File: src/lsm_pkg.sv
// Shared types and constants for the learning MAC table.
// Item structs for both channels and the token that walks the cell chain.
// No dependencies.
package lsm_pkg;

  localparam int TABLE_DEPTH = 64;
  localparam int PORTS       = 16;

  localparam int MAC_W   = 48;
  localparam int PORT_W  = 4;
  localparam int MASK_W  = 16;
  localparam int PCNT_W  = 5;
  localparam int CNT_W   = $clog2(TABLE_DEPTH + 1);
  localparam int ADDR_W  = 3;
  localparam int DATA_W  = 32;

  // register index within the configuration space
  localparam logic REG_PORT_COUNT = 1'b0;

  localparam logic [PCNT_W-1:0] PORT_COUNT_RESET = PCNT_W'(16);

  typedef struct packed {
    logic [MAC_W-1:0]  src_mac;
    logic [MAC_W-1:0]  dst_mac;
    logic [PORT_W-1:0] src_port;
  } in_item_t;

  typedef struct packed {
    logic [MASK_W-1:0] egress_mask;
    logic              dest_hit;
    logic              learned_new;
    logic              table_full;
  } out_item_t;

  // header in flight through the chain, with what it has found so far
  typedef struct packed {
    logic              valid;
    logic [MAC_W-1:0]  src_mac;
    logic [MAC_W-1:0]  dst_mac;
    logic [PORT_W-1:0] src_port;
    logic              src_found;
    logic              learned;
    logic              dst_hit;
    logic [PORT_W-1:0] dst_port;
  } token_t;

endpackage

File: src/lsm_cell.sv
// One table entry of the learning MAC table plus one stage of the search chain.
// Depends on lsm_pkg (token_t, widths).
module lsm_cell (
  input  logic           clk,
  input  logic           rst,
  input  logic           advance,
  input  logic           occupied,
  input  lsm_pkg::token_t tok_in,
  output lsm_pkg::token_t tok_out,
  output logic           learn
);
  import lsm_pkg::*;

  logic [MAC_W-1:0]  entry_mac;
  logic [PORT_W-1:0] entry_port;
  logic              match_src;
  logic              match_dst;
  token_t            tok_next;
  token_t            tok_q;

  assign match_src = occupied && (entry_mac == tok_in.src_mac);
  assign match_dst = occupied && (entry_mac == tok_in.dst_mac);

  // first free entry reached with an unknown source: claim it
  assign learn = tok_in.valid && !occupied && !tok_in.src_found && !tok_in.learned;

  always_comb begin
    tok_next           = tok_in;
    tok_next.src_found = tok_in.src_found || match_src;
    tok_next.learned   = tok_in.learned || learn;
    if (match_dst) begin
      tok_next.dst_hit  = 1'b1;
      tok_next.dst_port = entry_port;
    end else if (learn && (tok_in.dst_mac == tok_in.src_mac)) begin
      // frame addressed to itself: hits the entry it just made
      tok_next.dst_hit  = 1'b1;
      tok_next.dst_port = tok_in.src_port;
    end
  end

  always_ff @(posedge clk) begin
    if (advance && learn) begin
      entry_mac  <= tok_in.src_mac;
      entry_port <= tok_in.src_port;
    end
  end

  always_ff @(posedge clk) begin
    if (rst) begin
      tok_q <= '0;
    end else if (advance) begin
      tok_q <= tok_next;
    end
  end

  assign tok_out = tok_q;

endmodule

File: config.mk
export PLATFORM = sky130hd
export DESIGN_NAME = lsm_cell
export DESIGN_NICKNAME = d
export VERILOG_FILES = /design/src/lsm_pkg.sv /design/src/lsm_cell.sv
export SDC_FILE = /design/constraint.sdc
export NUM_CORES = 1
export LEC_CHECK = 0
export BUFFER_PORTS_ARGS = -buffer_cell sky130_fd_sc_hd__buf_2
export CAP_MARGIN = 40
export CORE_MARGIN = 8
export CORE_UTILIZATION = 40
export DETAILED_ROUTE_END_ITERATION = 7
export GPL_TIMING_DRIVEN = 0
export PLACE_DENSITY = 0.65
export REMOVE_ABC_BUFFERS = 1
export SYNTH_ARGS = -nofsm -noshare
export SYNTH_HDL_FRONTEND = slang
export SYNTH_SLANG_ARGS = --single-unit
File: constraint.sdc
create_clock -name clk -period 7.6 [get_ports clk]
set_input_delay 0.38 -clock clk [delete_from_list [all_inputs] [get_ports clk]]
set_output_delay 0.38 -clock clk [all_outputs]
set_load 0.005 [all_outputs]
==> impl_metrics.yaml <==
outcome:
  status: "completed"
clock_tree:
  cts.sinks: 160
  hold_buffers: 0
  ctsRootBufferMaster: "clkbuf_16"
  clk_pin_slew_ns: 0.07
  cts_tree: "yes"
  htree_levels: 4
  cts_setup_buffers: 0
  clock_latency_ns: 0.42
  clockBufferDepth: 2
  cts.repair.resized: 0
  cts_buffers: 17
power:
  combPwrFrac: 0.126
  switching_share: 0.2501
  power.leakage_nw: 4.218
  cellPowerDensity_nw_per_um2: 222.3
  seq_power_share: 0.452
  p_total_mw: 2.083
  ir_drop_v: 0.0001585
  clkPwrFrac: 0.422
  p_int_mw: 1.562
  switchingPower_uw: 520.9
routing:
  drt_iter0_drc: 357
  firstDrtPassIters: 5
  routed_via_density: 4.993
  wl_per_cell_um: 19.05
  vias: 5642
  wl_um: 21530
  drc: 0
  postRouteAntennaNets: 0
timing:
  grt_setup_unrepaired: "no"
  maxSlewViolCount: 0
  worstMarginPinSlew_ns: 0.7035
  fmax_mhz: 417.8
  hold_viol: 0
  period_needed_ns: 2.393
  fin_skew_ns: 0.007902
  finalSetupViolations: 0
  setup_ws_ns: 5.207
  slew_headroom: 0.5310
  tns_ns: 0
  min_period_over_period: 0.3149
floorplan:
  die_area_um2: 23000
  io-pin-count: 221
  start_util: 0.4084
  placeableCoreArea_um2: 18020
  rows: 49
  die_w_um: 151.7
  die_height_um: 151.7
synthesis:
  ys_seq_area_frac: 0.5059
  synth_edf_count: 52
  netlist_area_um2: 7361
  synth.distinct_cells: 41
  ys_ff_latch: 160
  synth.most_common_cell: "nor2_1"
  syn_area_per_cell_um2: 10.99
  synth_top_cell_area_share: 0.2937
  synth_top_cell_by_area: "dfxtp_1"
  ys.flop_type: "dfxtp_1"
  ys_warn_count: 0
  netlist_instances: 670
  synth_common_cells: "nor2_1 (112), dfxtp_1 (108), mux2i_1 (105), xor2_1 (82), edfxtp_1 (52)"
  synth_area_leaders: "dfxtp_1 (29%), edfxtp_1 (21%), mux2i_1 (14%)"
  async_flop_share: 0
min_path:
  hp-start: "tok_in[7]"
  hp-class: "input pin to flip-flop"
  worstHoldEndpoint: "entry_port[0]"
  hold_depth: 1
global_route:
  grt_overflow: 0
  track_usage: 0.1840
  grt_pass1_wl_um: 32160
  grt_pass1_vias: 5775
  antenna_found_initial: 1
  grt_max_degree: 63
layout:
  multi_input_area_um2: 3508
  final_layout_size_suffix_gt1_frac: 0.2967
  syn2layout_area_growth_pct: 27.30
  final_net_count: 999
  num-fill-cells: 1710
  ff_latch_area_um2: 3724
  fin_area_um2: 9370
critical_path:
  r2r_setup_slack_ns: 5.21
  r2r_start: "entry_mac[44]"
  required_ns: 7.93
  end_kind: "flip-flop"
  critPathMaxFanout: 2
  critPathLaunchType: "flip-flop"
  cp_data_arrival_time_ns: 2.73
  critical_path_class: "flip-flop to flip-flop"
  critPathLaunch: "entry_mac[44]"
  r2r_end: "tok_out[4]"
  ff2ff_path_depth: 6
job:
  cap_violations: 0
placement:
  gp_congestion: 0.8738
  dpl-instance-area_um2: 8761
  portBuffers: 220
  place_ws_ns: 4.921
  hpwl_um: 16880
==> placed cells by master (no fill, tap or decap), types with 4 or more instances in the layout <==
cell / instances
buf_2: 218
nor2_1: 112
dfxtp_1: 108
mux2i_1: 105
xor2_1: 82
edfxtp_1: 52
xnor2_1: 45
nand4_1: 27
nor4_1: 22
nand2b_1: 18
clkbuf_16: 18
inv_1: 8
nand2_1: 8
nor2b_1: 6
nand3_1: 5
nor3b_1: 5
nor3_1: 5
a31oi_1: 4
o41ai_2: 4
==> metal layers <==
metal	vias to the layer above	track usage	wire, um
met4	2	0.04116	158
met2	202	0.2980	9991
met5	-	0	12
met3	14	0.05821	1764
met1	2640	0.2353	9599
li1	2784	-	-
==> area by class of cell <==
cell class | instances | area share
Tap cell | 229 | 0.03058
Timing Repair Buffer | 224 | 0.1294
Inverter | 8 | 0.003205
Sequential cell | 160 | 0.3974
Multi-Input combinational cell | 476 | 0.3744
Antenna cell | 1 | 0.0002671
Clock inverter | 11 | 0.01335
Clock buffer | 21 | 0.05141
==> worst max path at each step <==
stage	to	slack, ns	depth (start not counted)
detailed placement	tok_out[2]	4.92	7
global placement	entry_mac[15]	2.29	2
finish	tok_out[4]	5.21	6
CTS	tok_out[4]	5.20	6
global route	tok_out[4]	5.07	6
floorplan	entry_mac[0]	5.15	2
==> sequential cells by signal, indices dropped and copies added, names as in the netlist <==
register,count
tok_out,108
entry_port,4
entry_mac,48
==> power groups by stage <==
stage | Clock (mW) | Combinational (mW) | Sequential, mW
floorplan | 0 | 0.106 | 0.963
detailed placement | 0 | 0.265 | 0.960
finish | 0.879 | 0.263 | 0.941
global placement | 0 | 0.265 | 0.958
CTS | 0.902 | 0.267 | 0.941
global route | 0.940 | 0.287 | 0.946
==> critical path, cell delays in order (launching register included) <==
cell      delay, ns
edfxtp_1       0.43
xnor2_1        0.38
nand4_1        0.13
or4b_1         0.55
nor4_1         0.35
nand4_1        0.19
a311oi_1       0.27
==> stage by stage <==
| stage | util | hold WS [ns] | instances |
|---|---|---|---|
| 2_1_floorplan | - | 0.4521 | 644 |
| 3_3_place_gp | 0.4798 | 0.4675 | 1093 |
| 3_5_place_dp | 0.4860 | 0.4733 | 1097 |
| 6_report | 0.5199 | 0.1814 | 1130 |
| 4_1_cts | 0.5197 | 0.1669 | 1129 |
| 5_1_grt | 0.5197 | 0.1681 | 1129 |
==> cells by family (layout without fill, tap and decap cells) <==
kind of cell,Yosys count,count (layout),synth area share
AND/OR/NAND/NOR,224,224,0.1588
other,0,1,0
buffers and inverters,34,264,0.01768
XOR/XNOR,127,127,0.1511
AO/OA/AOI/OAI,20,20,0.02380
multiplexers,105,105,0.1428
flip-flops,160,160,0.5059
Power figures use the tool's default switching activity.
